<file path="src/design/nsfe_pkg.sv">
// Package: shared types and constants for the NMEA sentence field extractor.
`timescale 1ns / 1ps

package nsfe_pkg;

	typedef enum logic [2:0] {
		KIND_NONE = 3'd0,
		KIND_RMC  = 3'd1,
		KIND_GSA  = 3'd2,
		KIND_GGA  = 3'd3,
		KIND_VTG  = 3'd4
	} kind_t;

	localparam logic [3:0] FLD_TIME   = 4'd0;
	localparam logic [3:0] FLD_LAT    = 4'd1;
	localparam logic [3:0] FLD_NS     = 4'd2;
	localparam logic [3:0] FLD_LON    = 4'd3;
	localparam logic [3:0] FLD_EW     = 4'd4;
	localparam logic [3:0] FLD_SATS   = 4'd5;
	localparam logic [3:0] FLD_HDOP   = 4'd6;
	localparam logic [3:0] FLD_ALT    = 4'd7;
	localparam logic [3:0] FLD_SPEED  = 4'd8;
	localparam logic [3:0] FLD_COURSE = 4'd9;
	localparam logic [3:0] FLD_DATE   = 4'd10;

	localparam logic [7:0] CH_NUL     = 8'h00;
	localparam logic [7:0] CH_DOLLAR  = 8'h24;
	localparam logic [7:0] CH_COMMA   = 8'h2C;
	localparam logic [7:0] CH_NEWLINE = 8'h0A;
	localparam logic [7:0] CH_C       = 8'h43;
	localparam logic [7:0] CH_S       = 8'h53;
	localparam logic [7:0] CH_A       = 8'h41;
	localparam logic [7:0] CH_V       = 8'h56;
	localparam logic [7:0] CH_ONE     = 8'h31;
	localparam logic [7:0] CH_TWO     = 8'h32;

	// comma count forced by a NUL byte so that no field matches until '$'
	localparam logic [7:0] COMMA_PARK = 8'd25;
	localparam logic [7:0] COMMA_MAX  = 8'd255;

	typedef struct packed {
		logic [7:0] byte_in;
	} in_item_t;

	typedef struct packed {
		logic       store_en;
		logic [3:0] field_id;
		logic [3:0] char_pos;
		logic [7:0] char_out;
		logic       field_overflow;
		logic       fix_valid;
		logic       sentence_done;
	} out_item_t;

	typedef logic [0:0] cfg_item_t;

endpackage

</file>
<file path="src/design/nsfe_chan_if.sv">
// Interface: valid/ready channel carrying one payload per transaction.
`timescale 1ns / 1ps

interface nsfe_chan_if #(
	parameter type T = logic
);
	logic valid;
	logic ready;
	T     data;

	modport source(output valid, output data, input ready);
	modport sink(input valid, input data, output ready);
endinterface

</file>
<file path="src/design/nmea_sentence_field_extractor_unit.sv">
// Top level: NMEA 0183 sentence field extractor with a registered result.
`timescale 1ns / 1ps

// Usage:
// rx carries one received ASCII byte per transaction; res returns exactly one
// result per byte: a captured field character with its field number and
// position, an overflow mark when the field is full, the current fix-valid
// flag, and a completion mark on the newline that ends an RMC or GGA sentence.
// cfg writes the aprs_mode bit (reduced field map); it is always ready. The user
// must write it only while no byte is in flight; the block itself does not enforce this.
// The result of a byte appears on res in the cycle after the byte is
// accepted. Throughput: one byte per cycle unless res stalls; the parser state
// (comma count, field position, sentence kind, fix flag) updates in the cycle
// of acceptance. The single result register sets the figure: rx is ready
// whenever that register is empty or is being drained in the same cycle.
// When res stalls, the pending result holds and rx accepts nothing further.
// Reset (arst_n low) clears the parser state, aprs_mode and the result valid.
// FIELD_LEN sets how many characters of one field are captured before the
// rest are dropped and flagged.

module nmea_sentence_field_extractor_unit #(
	parameter int FIELD_LEN = 16
) (
	input  logic clk,
	input  logic arst_n,
	nsfe_chan_if.sink   cfg,
	nsfe_chan_if.sink   rx,
	nsfe_chan_if.source res
);

	localparam int POS_W = $clog2(FIELD_LEN + 1);

	logic                   aprs_q;
	logic [7:0]             comma_q;
	logic [POS_W-1:0]       pos_q;
	nsfe_pkg::kind_t        kind_q;
	logic                   valid_flag_q;

	nsfe_pkg::out_item_t    res_q;
	logic                   res_valid_q;

	logic                   accept;
	logic [7:0]             b;

	logic [7:0]             comma_d;
	logic [POS_W-1:0]       pos_d;
	nsfe_pkg::kind_t        kind_d;
	logic                   valid_flag_d;
	nsfe_pkg::out_item_t    res_d;

	logic                   hit;
	logic [3:0]             fld;

	assign cfg.ready = 1'b1;
	assign rx.ready  = !res_valid_q || res.ready;
	assign accept    = rx.valid && rx.ready;
	assign b         = rx.data.byte_in;

	assign res.valid = res_valid_q;
	assign res.data  = res_q;

	// Field map lookup; also updates the fix flag on the indicator fields.
	always_comb begin
		hit          = 1'b0;
		fld          = nsfe_pkg::FLD_TIME;
		valid_flag_d = valid_flag_q;
		case (kind_q)
			nsfe_pkg::KIND_GGA: begin
				case (comma_q)
					8'd1: begin hit = 1'b1; fld = nsfe_pkg::FLD_TIME; end
					8'd2: begin hit = 1'b1; fld = nsfe_pkg::FLD_LAT; end
					8'd3: begin hit = 1'b1; fld = nsfe_pkg::FLD_NS; end
					8'd4: begin hit = 1'b1; fld = nsfe_pkg::FLD_LON; end
					8'd5: begin hit = 1'b1; fld = nsfe_pkg::FLD_EW; end
					8'd6: valid_flag_d = (b == nsfe_pkg::CH_ONE) || (b == nsfe_pkg::CH_TWO);
					8'd7: begin hit = 1'b1; fld = nsfe_pkg::FLD_SATS; end
					8'd8: begin hit = !aprs_q; fld = nsfe_pkg::FLD_HDOP; end
					8'd9: begin hit = 1'b1; fld = nsfe_pkg::FLD_ALT; end
					default: ;
				endcase
			end
			nsfe_pkg::KIND_RMC: begin
				case (comma_q)
					8'd2: valid_flag_d = (b == nsfe_pkg::CH_A);
					8'd7: begin hit = aprs_q; fld = nsfe_pkg::FLD_SPEED; end
					8'd8: begin hit = aprs_q; fld = nsfe_pkg::FLD_COURSE; end
					8'd9: begin hit = !aprs_q; fld = nsfe_pkg::FLD_DATE; end
					default: ;
				endcase
			end
			nsfe_pkg::KIND_VTG: begin
				case (comma_q)
					8'd1: begin hit = 1'b1; fld = nsfe_pkg::FLD_COURSE; end
					8'd7: begin hit = 1'b1; fld = nsfe_pkg::FLD_SPEED; end
					default: ;
				endcase
			end
			default: ;
		endcase
	end

	// Next parser state and result for the byte on rx.
	always_comb begin
		comma_d                = comma_q;
		pos_d                  = pos_q;
		kind_d                 = kind_q;
		res_d                  = '0;
		res_d.fix_valid        = valid_flag_q;
		if (b == nsfe_pkg::CH_NUL) begin
			comma_d         = nsfe_pkg::COMMA_PARK;
			kind_d          = nsfe_pkg::KIND_NONE;
			res_d.fix_valid = 1'b0;
		end else if (b == nsfe_pkg::CH_DOLLAR) begin
			comma_d = '0;
			kind_d  = nsfe_pkg::KIND_NONE;
		end else if (b == nsfe_pkg::CH_COMMA) begin
			if (comma_q != nsfe_pkg::COMMA_MAX) begin
				comma_d = comma_q + 8'd1;
			end
			pos_d = '0;
		end else if (b == nsfe_pkg::CH_NEWLINE &&
				(kind_q == nsfe_pkg::KIND_RMC || kind_q == nsfe_pkg::KIND_GGA)) begin
			res_d.sentence_done = 1'b1;
		end else if (comma_q == '0) begin
			// sentence name letters select the kind; GSV falls through to VTG unless aprs_mode is set
			if (b == nsfe_pkg::CH_C) begin
				kind_d = nsfe_pkg::KIND_RMC;
			end else if (b == nsfe_pkg::CH_S) begin
				kind_d = nsfe_pkg::KIND_GSA;
			end else if (b == nsfe_pkg::CH_A) begin
				if (kind_q != nsfe_pkg::KIND_GSA) begin
					kind_d = nsfe_pkg::KIND_GGA;
				end
			end else if (b == nsfe_pkg::CH_V && !aprs_q) begin
				kind_d = nsfe_pkg::KIND_VTG;
			end
		end else begin
			res_d.fix_valid = valid_flag_d;
			if (hit) begin
				res_d.field_id = fld;
				res_d.char_out = b;
				if (pos_q >= POS_W'(FIELD_LEN)) begin
					res_d.field_overflow = 1'b1;
				end else begin
					res_d.store_en = 1'b1;
					res_d.char_pos = 4'(pos_q);
					pos_d          = pos_q + POS_W'(1);
				end
			end
		end
	end

	always_ff @(posedge clk or negedge arst_n) begin
		if (!arst_n) begin
			aprs_q       <= 1'b0;
			comma_q      <= '0;
			pos_q        <= '0;
			kind_q       <= nsfe_pkg::KIND_NONE;
			valid_flag_q <= 1'b0;
			res_valid_q  <= 1'b0;
		end else begin
			if (cfg.valid) begin
				aprs_q <= cfg.data[0];
			end
			if (accept) begin
				comma_q      <= comma_d;
				pos_q        <= pos_d;
				kind_q       <= kind_d;
				valid_flag_q <= res_d.fix_valid;
				res_valid_q  <= 1'b1;
			end else if (res.ready) begin
				res_valid_q <= 1'b0;
			end
		end
	end

	// hold the payload while the receiver stalls
	always_ff @(posedge clk) begin
		if (accept) begin
			res_q <= res_d;
		end
	end

endmodule

</file>
<file path="src/flat_wrapper.sv">
// flat-port wrapper written by rule: the top's interface ports become plain ports
module nmea_sentence_field_extractor_unit_flat 
#(
	parameter int FIELD_LEN = 16
)
  (clk, arst_n, cfg_valid, cfg_data, cfg_ready, rx_valid, rx_data, rx_ready, res_valid, res_data, res_ready);
  nsfe_chan_if #(.T(nsfe_pkg::cfg_item_t)) cfg_i ();
  nsfe_chan_if #(.T(nsfe_pkg::in_item_t)) rx_i ();
  nsfe_chan_if #(.T(nsfe_pkg::out_item_t)) res_i ();
  input  logic clk;
  input  logic arst_n;
  input wire logic [$bits(cfg_i.valid)-1:0] cfg_valid;
  input wire logic [$bits(cfg_i.data)-1:0] cfg_data;
  output wire logic [$bits(cfg_i.ready)-1:0] cfg_ready;
  input wire logic [$bits(rx_i.valid)-1:0] rx_valid;
  input wire logic [$bits(rx_i.data)-1:0] rx_data;
  output wire logic [$bits(rx_i.ready)-1:0] rx_ready;
  output wire logic [$bits(res_i.valid)-1:0] res_valid;
  output wire logic [$bits(res_i.data)-1:0] res_data;
  input wire logic [$bits(res_i.ready)-1:0] res_ready;
  assign cfg_i.valid = cfg_valid;
  assign cfg_i.data = cfg_data;
  assign cfg_ready = cfg_i.ready;
  assign rx_i.valid = rx_valid;
  assign rx_i.data = rx_data;
  assign rx_ready = rx_i.ready;
  assign res_valid = res_i.valid;
  assign res_data = res_i.data;
  assign res_i.ready = res_ready;
  nmea_sentence_field_extractor_unit #(.FIELD_LEN(FIELD_LEN)) u_core (.clk(clk), .arst_n(arst_n), .cfg(cfg_i), .rx(rx_i), .res(res_i));
endmodule
</file>
<file path="config.mk">
export PLATFORM = sky130hd
export DESIGN_NAME = nmea_sentence_field_extractor_unit_flat
export DESIGN_NICKNAME = d
export VERILOG_FILES = /design/src/design/nsfe_pkg.sv /design/src/design/nsfe_chan_if.sv /design/src/design/nmea_sentence_field_extractor_unit.sv /design/src/flat_wrapper.sv
export SDC_FILE = /design/constraint.sdc
export NUM_CORES = 1
export LEC_CHECK = 0
export BUFFER_PORTS_ARGS = -buffer_cell sky130_fd_sc_hd__buf_2
export CAP_MARGIN = 20
export CORE_UTILIZATION = 38
export DETAILED_ROUTE_END_ITERATION = 10
export PLACE_DENSITY = 0.56
export SYNTH_ARGS = -nofsm -noshare
export SYNTH_HDL_FRONTEND = slang
export SYNTH_SLANG_ARGS = --single-unit
</file>
<file path="constraint.sdc">
create_clock -name clk -period 3.5 [get_ports clk]
set_input_delay 0.35 -clock clk [delete_from_list [all_inputs] [get_ports clk]]
set_output_delay 0.35 -clock clk [all_outputs]
set_load 0.02 [all_outputs]
</file>
# Yosys cells after proc, flatten, opt, wreduce, memory -nomap -nowiden
# Cells that the tools add are included.
# totals
out_inout_bits	23
wordCells	113
input_bits	14
register_bits	39
# classes
eq_ne	29
n_bitwise	3
n_lt_le_gt_ge	1
mux	40
reduce_logical	25
add_sub_neg	2
# op_table
cell	n
$eq 8x3->1 const B	4
$eq 8x6->1 const B	4
$eq 8x7->1 const B	4
$mux 8	4
$mux 3	10
$mux 5	5
$eq 8x4->1 const B	3
$pmux 4 s3	2
$pmux 3 s7	1
$eq 8x2->1 const B	2
$logic_not 8->1	2
$reduce_or 7->1	2
$mux 1	11
$reduce_bool 3->1	3
$add 8x1->8 const B	1
$eq 8x1->1 const B	1
$ne 8x8->1 const B	1
$pmux 4 s2	1
$reduce_and 7->1	1
$ne 2x1->1 const B	3
$ne 3x1->1 const B	2
$ne 6x6->1 const B	1
$pmux 1 s2	3
$reduce_and 6->1	1
18 further kinds	28

# Longest topological paths before layout
# Gate-level depths: netlist (run 1).
# depth
word_depth	11
mapped_depth	9
mapped_depth_nobuf	7

# Worst setup path after synthesis (run 1)
# OpenSTA, ideal clock, no wires.
# synth_path
path_kind	register to register
start	reg u_core.comma_q[1]
end	reg u_core.res_q, in the netlist u_core.res.data[15] (data pin)
path_buffers	2
t_arrival_ns	2.134
setup_ns	0.260
period_less_slack_ns	2.394
required_ns	3.240
slack_ns	1.106
stages_incl_launch_ff	10
cell_sequence	dfrtp_1 -> inv_1 -> ha_1 -> buf_2 -> mux2_2 -> a32o_1 -> a221o_1 -> o21ai_2 -> buf_4 -> nor3_1
# synth_via
elab_chain_cells	6
elab_cells_between_ends	22
cone_classes	eq/ne (8); mux (8); bitwise (1); reduce/logical (5)
# synth_rtl
element	line	source
start, declared	nmea_sentence_field_extractor_unit.sv:34	logic [7:0] comma_q;
start signal, assigned	nmea_sentence_field_extractor_unit.sv:166	comma_q <= comma_d;
$eq 8x2->1, or another cell as far along	nmea_sentence_field_extractor_unit.sv:69	case (comma_q)
$reduce_or 7->1 (no source line) / $reduce_or 2->1 (equally long branches)	--	
$pmux 1 s2, or another cell as far along	nmea_sentence_field_extractor_unit.sv:69	
$pmux 1 s3	nmea_sentence_field_extractor_unit.sv:67	case (kind_q)
$not 1->1 (no source line)	--	
$reduce_or 6->1 (no source line)	--	
end signal, assigned	nmea_sentence_field_extractor_unit.sv:180	res_q <= res_d;
end, declared	nmea_sentence_field_extractor_unit.sv:39	nsfe_pkg::out_item_t res_q;
# Parallel ways exist; a longest one is shown, timed or not.
# A chain may end at the register's enable or synchronous reset.

# Worst setup path after layout (run 1)
# layout_path
start	reg u_core.comma_q[0]
end	reg u_core.res_q, in the netlist u_core.res.data[16] (data pin)
# Same word-level chain as after synthesis.

==> results of run 1 <==
-- placed cells by master, fill, tap and decap left out, types with 2 or more instances in the layout --
master,instances
edfxtp_1,20
and3_1,4
or2_2,2
nor2b_1,2
nor2_1,16
o211ai_1,2
nor3b_1,6
nand4_1,4
mux2_2,2
xnor2_1,4
xor2_1,2
dfrtp_1,19
nand2b_1,11
or3b_2,3
nor4_1,11
or3_1,2
o31ai_1,2
o21ai_0,13
ha_1,6
inv_1,14
nand2_1,23
o2111ai_1,2
a211o_1,2
buf_2,35
mux2_4,2
mux2i_1,6
nor4b_1,4
nand3_1,8
a21oi_1,10
o311ai_0,2
clkbuf_8,5
nor3_1,12
buf_4,4
-- power by group --
group | internal (µW) | switching [µW]
Combinational | 54.4 | 99.8
Sequential | 501 | 14.7
Clock | 212 | 170
Total | 768 | 284
-- cell families (layout without fill, tap and decap cells) --
kind of cell	after synthesis	count (layout)	synth area share, %
simple gates	114	114	26.45
compound gates	49	49	14.11
other cells	1	1	0.1555
buf+inv	26	61	4.720
mux	10	10	4.668
flops	39	39	44.61
fa+ha+maj	6	6	3.112
xor+xnor	6	6	2.178
-- layer usage --
| metal | share of wire, % | GRT usage, % | wire (µm) |
|---|---|---|---|
| met5 | 0 | 0 | 0 |
| met4 | 1.7 | 7.719 | 95 |
| met3 | 6.1 | 2.778 | 346 |
| met2 | 48 | 29.92 | 2713 |
| met1 | 44 | 23.65 | 2513 |
-- worst max-delay path: stages (launching register included) --
cell and delay [ns]:
dfrtp_1 0.45, inv_1 0.09, ha_1 0.29, mux2_2 0.29, a32o_1 0.21, a221o_1 0.41
o21ai_2 0.57, nor4_1 0.14
-- cell type report --
cell class	instances	area, µm²
clock buffer	5	68.82
fill	602	3263
timing repair buffer	39	205.2
inverter	14	52.55
clock inverter	3	43.79
multi-input combinational	186	1222
tap	75	93.84
sequential	39	1076
-- per-stage QoR --
stage          hold slack [ns]  utilization, %  instances  power [µW]  cell area (µm²)
2_1_floorplan          0.05441               -        251       626.8             2412
3_3_place_gp            0.3302           43.98        353       677.7             2650
3_5_place_dp            0.3433           43.98        353       680.3             2650
4_1_cts                0.03036           45.85        361        1060             2763
5_1_grt                0.04218           45.85        361        1092             2763
6_report             -0.003165           45.85        361        1052             2763
-- worst paths after layout --
| check | startpoint | to | slack [ns] |
|---|---|---|---|
| min in group clk | rx_valid | u_core.res.valid$_DFFE_PN0P_ | 0.27 |
| max in group asynchronous | arst_n | u_core.pos_q[0]$_DFFE_PN0P_ | 3.17 |
| min | arst_n | u_core.kind_q[1]$_DFFE_PN0P_ | -0.003 |
| max reg2reg | u_core.comma_q[0]$_DFFE_PN0P_ | u_core.res.data[16]$_SDFFCE_PP0P_ | 0.78 |
| min reg2reg | u_core.res.valid$_DFFE_PN0P_ | u_core.res.valid$_DFFE_PN0P_ | 0.55 |
| max | u_core.comma_q[0]$_DFFE_PN0P_ | u_core.res.data[16]$_SDFFCE_PP0P_ | 0.78 |
-- state kept, by name (all words and copies together), names as in the netlist --
name                 count
u_core.comma_q           8
u_core.res.valid         1
u_core.res.data         20
u_core.pos_q             5
u_core.valid_flag_q      1
u_core.kind_q            3
u_core.aprs_q            1
==> impl_metrics.py, run 1 <==
metrics = {
    "worst_setup_path": {
        "critical_path_required_ns": 3.52,
        "worstRegToRegCells": 7,
        "cp-start-kind": "flip-flop",
        "worstPathMaxFanout": 18,
        "worst_ep_arrival_time_ns": 2.74,
        "cp-end-kind": "flip-flop",
        "critPathKind": "flip-flop to flip-flop",
    },
    "cts": {
        "clock-root-buffer": "clkbuf_8",
        "clock-sinks": 39,
        "clock_path_buffers": 2,
        "htreeDepth": 2,
        "worstSkewPairLatency_ns": 0.30,
        "post_cts_resized": 0,
        "numCtsBuffers": 5,
        "cts_tree": "built",
        "ctsHoldBuffers": 0,
        "cts_setup_buffers": 0,
        "path_clk_slew_ns": 0.08,
    },
    "status": {
        "status": "complete, but fails checks",
        "violations": "hold timing",
    },
    "floorplan": {
        "die_h_um": 81.68,
        "core_um2": 6026,
        "num_rows": 28,
        "io_pins": 37,
        "chipWidth_um": 81.68,
        "die_area_um2": 6671,
        "start_util_pct": 40.03,
    },
    "yosys": {
        "syn-cell-area_um2": 2412,
        "ys_types": 57,
        "synth_area_per_cell_um2": 9.611,
        "synth_area_leaders": "edfxtp_1 25%, dfrtp_1 20%, nand2_1 3.6%, ha_1 3.1%, nand2b_1 2.9%",
        "yosys_warnings": 0,
        "synthCells": 251,
        "syn_nets": 271,
        "ys.flop_type": "edfxtp_1",
        "synth_area_leader_cell": "edfxtp_1",
        "seq_area_frac_synth_pct": 44.61,
        "synth_most_common_cell": "nand2_1",
        "synth_top_area_share_pct": 24.90,
        "synth-seq-cells": 39,
        "synth_edf_count": 20,
        "synthArstFlopShare_pct": 48.72,
        "ys_top_cells_by_count": "23 x nand2_1, 20 x edfxtp_1, 19 x dfrtp_1",
    },
    "placement": {
        "port_buffers": 35,
        "place_congestion": 0.9307,
        "pre_cts_ws_ns": 0.7729,
        "place_hpwl_um": 4247,
    },
    "run": {
        "timing.max_cap.violations": 0,
    },
    "route": {
        "wl_per_cell_um": 15.70,
        "routed_wl_um": 5669,
        "dr_total_vias": 2014,
        "first_pass_iters": 4,
        "drt_iter0_markers": 106,
        "antenna_left": 0,
        "remaining_drc_errors": 0,
        "via_per_inst": 5.579,
    },
    "global_route": {
        "antenna_found_initial": 0,
        "track_usage_pct": 18.17,
        "grt_pass1_vias": 1817,
        "grt_pass1_wl_um": 8997,
        "grt-ovfl-total": 0,
        "grt_max_degree": 25,
    },
    "power_and_ir_drop": {
        "p_leak_uw": 0.001135,
        "power.density_nw_per_um2": 380.8,
        "ir_worst_vdd_uv": 217.3,
    },
    "timing": {
        "finalSetupViolCount": 0,
        "fin_crit_ns": 2.721,
        "slew_violations": 0,
        "skew_ns": 0.007538,
        "whs_ns": -0.003165,
        "fin_setup_tns_ns": 0,
        "finalCritPeriodShare_pct": 77.75,
        "setup_ws_ns": 0.7787,
        "fmax_mhz": 367.5,
        "relSlewSlack_pct": 54.35,
        "worst_pin_slew_ns": 0.6847,
        "hold_violations": 3,
        "rsz0062_at_grt": "no",
    },
    "layout": {
        "syn_to_final_growth_pct": 14.52,
        "diodes": 0,
        "nets": 305,
        "drive_gt1_share_pct": 21.33,
    },
    "worst_hold_path": {
        "hold_path.class": "input port to async pin",
    },
}
Note: power is estimated with default switching activity, not from simulation.
==> run 2, diff against run 1 <==
clock period = 2.6 ns   (was 3.5 ns; I/O delays follow)
==> run 2 against run 1 <==
Effect of this change:
- die area did not move
- sequential share of layout area fell by 0.62 points
- flip-flop and latch count did not move
- the run now ends clean
- critical endpoint is now u_core.res.data[14]$_SDFFCE_PP0P_
==> impl_metrics.py, run 2 (synthesized netlist as in run 1, its figures left out) <==
metrics = {
    "status": {
        "status": "completed",
    },
    "global_route": {
        "grt-ovfl-total": 0,
        "grt_max_degree": 21,
        "grt_pass1_vias": 1854,
        "antenna_found_initial": 0,
        "track_usage_pct": 18.63,
        "grt_pass1_wl_um": 9301,
    },
    "worst_setup_path": {
        "cp_num_buf_inv": 2,
        "reg2reg_to": "u_core.res.data[14]$_SDFFCE_PP0P_",
        "critPathKind": "flip-flop to flip-flop",
        "crit_start": "u_core.comma_q[0]$_DFFE_PN0P_",
        "cp-start-kind": "flip-flop",
        "cp_slowest_cell": "dfrtp_1",
        "rr_startpoint": "u_core.comma_q[0]$_DFFE_PN0P_",
        "worstPathMaxFanout": 18,
        "cp_num_cells": 8,
        "cp-end-kind": "flip-flop",
        "critical_path_required_ns": 2.64,
        "path_cells": "inv_1 > ha_1 > mux2_2 > a32o_1 > a221o_1 > o21ai_2 > buf_4 > nor4b_1",
        "worstRegToRegCells": 8,
        "reg2reg_setup_slack_ns": 0.17,
        "cp-endpoint": "u_core.res.data[14]$_SDFFCE_PP0P_",
        "worst_ep_arrival_time_ns": 2.47,
        "max_stage_delay_ns": 0.45,
        "cpLargestDelayFamily": "compound AO/OA/AOI/OAI gates",
    },
    "run": {
        "timing.max_cap.violations": 0,
    },
    "power_and_ir_drop": {
        "p_leak_uw": 0.001163,
        "power.density_nw_per_um2": 504.5,
        "ir_worst_vdd_uv": 207.6,
    },
    "layout": {
        "nets": 310,
        "drive_gt1_share_pct": 22.68,
        "final_common_cell": "buf_2",
        "largest_reg_flops": 20,
        "multi_input_area_um2": 1227,
        "fillers": 596,
        "ff_latch_area_um2": 1076,
        "layout_common_cells": "35 x buf_2, 23 x nand2_1, 20 x edfxtp_1, 19 x dfrtp_1, 16 x nor2_1",
        "diodes": 0,
        "syn_to_final_growth_pct": 16.39,
    },
    "timing": {
        "relSlewSlack_pct": 64.09,
        "slew_violations": 0,
        "whs_ns": 0.1925,
        "rsz0062_at_grt": "no",
        "finalCritPeriodShare_pct": 93.44,
        "fmax_mhz": 411.6,
        "skew_ns": 0.005119,
        "worst_pin_slew_ns": 0.5366,
        "fin_crit_ns": 2.429,
        "fin_setup_tns_ns": 0,
        "hold_violations": 0,
        "finalSetupViolCount": 0,
    },
    "placement": {
        "place_congestion": 0.8667,
        "place_hpwl_um": 4292,
        "port_buffers": 35,
    },
    "cts": {
        "cts_tree": "built",
        "htreeDepth": 2,
        "numCtsBuffers": 5,
        "cts_setup_buffers": 0,
        "clock-sinks": 39,
        "path_clk_slew_ns": 0.08,
        "clock_path_buffers": 2,
        "clock-root-buffer": "clkbuf_8",
        "worstSkewPairLatency_ns": 0.29,
    },
    "floorplan": {
        "core_um2": 6026,
        "start_util_pct": 40.03,
        "io_pins": 37,
        "num_rows": 28,
        "die_area_um2": 6671,
        "die_h_um": 81.68,
        "chipWidth_um": 81.68,
    },
    "route": {
        "dr_total_vias": 2061,
        "drt_iter0_markers": 145,
        "first_pass_iters": 4,
        "antenna_left": 0,
        "wl_per_cell_um": 15.80,
        "remaining_drc_errors": 0,
        "routed_wl_um": 5782,
        "via_per_inst": 5.631,
    },
    "worst_hold_path": {
        "hold_depth": 2,
        "hold_path.class": "input port to flip-flop",
    },
}
==> run 2: cell count changes in the layout (fill, tap and decap cells not counted) <==
| cell | previous run | this run |
|---|---|---|
| dlygate4sd3_1 | 0 | 1 |
| buf_4 | 4 | 8 |
| nor3_2 | 0 | 1 |
| nor3_1 | 12 | 11 |
==> run 2: how the worst min path moves through the flow <==
stage	from	to	slack [ns]
finish	rx_valid	u_core.res.valid$_DFFE_PN0P_	0.19
global route	cfg_data	u_core.aprs_q$_DFFE_PN0P_	0.19
CTS	cfg_data	u_core.aprs_q$_DFFE_PN0P_	0.18
detailed placement	arst_n	u_core.valid_flag_q$_DFFE_PN0P_	0.25
global placement	arst_n	u_core.kind_q[2]$_DFFE_PN0P_	0.25
floorplan	arst_n	u_core.aprs_q$_DFFE_PN0P_	-0.04
==> run 2: area by class of cell <==
cell class                      instances  share of cell area, %
Tap cell                               75                  3.342
Sequential cell                        39                  38.32
Multi-Input combinational cell        186                  43.72
Clock buffer                            5                  2.451
Clock inverter                          3                  1.560
Timing Repair Buffer                   44                  8.734
Inverter                               14                  1.872
==> run 2: per-layer routing <==
layer | vias to the layer above | wire (µm) | track usage (%) | share of wire (%)
met3 | 10 | 312 | 3.333 | 5.4
met5 | - | 0 | 0 | 0
li1 | 1011 | - | - | -
met4 | 0 | 110 | 6.140 | 1.9
met1 | 974 | 2726 | 25.50 | 47
met2 | 66 | 2633 | 29.58 | 46
==> run 2: where the power goes <==
group | leakage (µW) | internal (µW) | switching [µW] | total [µW]
Combinational | 0.000656 | 75.3 | 136 | 211
Clock | 0.0000581 | 286 | 227 | 512
Sequential | 0.000449 | 675 | 18.6 | 693
Total | 0.00116 | 1040 | 381 | 1420
==> run 2: repair_timing <==
action / CTS / global route
hold buffers: 1 / 0
resized for setup: 0 / 1
endpoints found under the setup margin: 0 / 2
endpoints found under the hold margin: 19 / 0
==> run 2: worst reg2reg max path, delay by kind of cell (launching register included) <==
| kind | cells | cell delay, ns |
|---|---|---|
| AO/OA/AOI/OAI | 3 | 0.76 |
| flip-flops | 1 | 0.45 |
| buffers and inverters | 2 | 0.31 |
| adder cells (fa/ha/maj) | 1 | 0.30 |
| multiplexers | 1 | 0.30 |
| AND/OR/NAND/NOR | 1 | 0.08 |
==> run 2: metrics by stage <==
stage               instance area, µm²  total power (µW)  worst slack (ns)  utilization, %  instances
floorplan                         2412             843.7            0.2062               -        251
global placement                  2680             911.8            0.2395           44.48        357
detailed placement                2680             914.9            0.1982           44.48        357
CTS                               2803              1435            0.1611           46.51        366
global route                      2808              1482           0.02008           46.59        366
finish                            2808              1416            0.1706           46.59        366
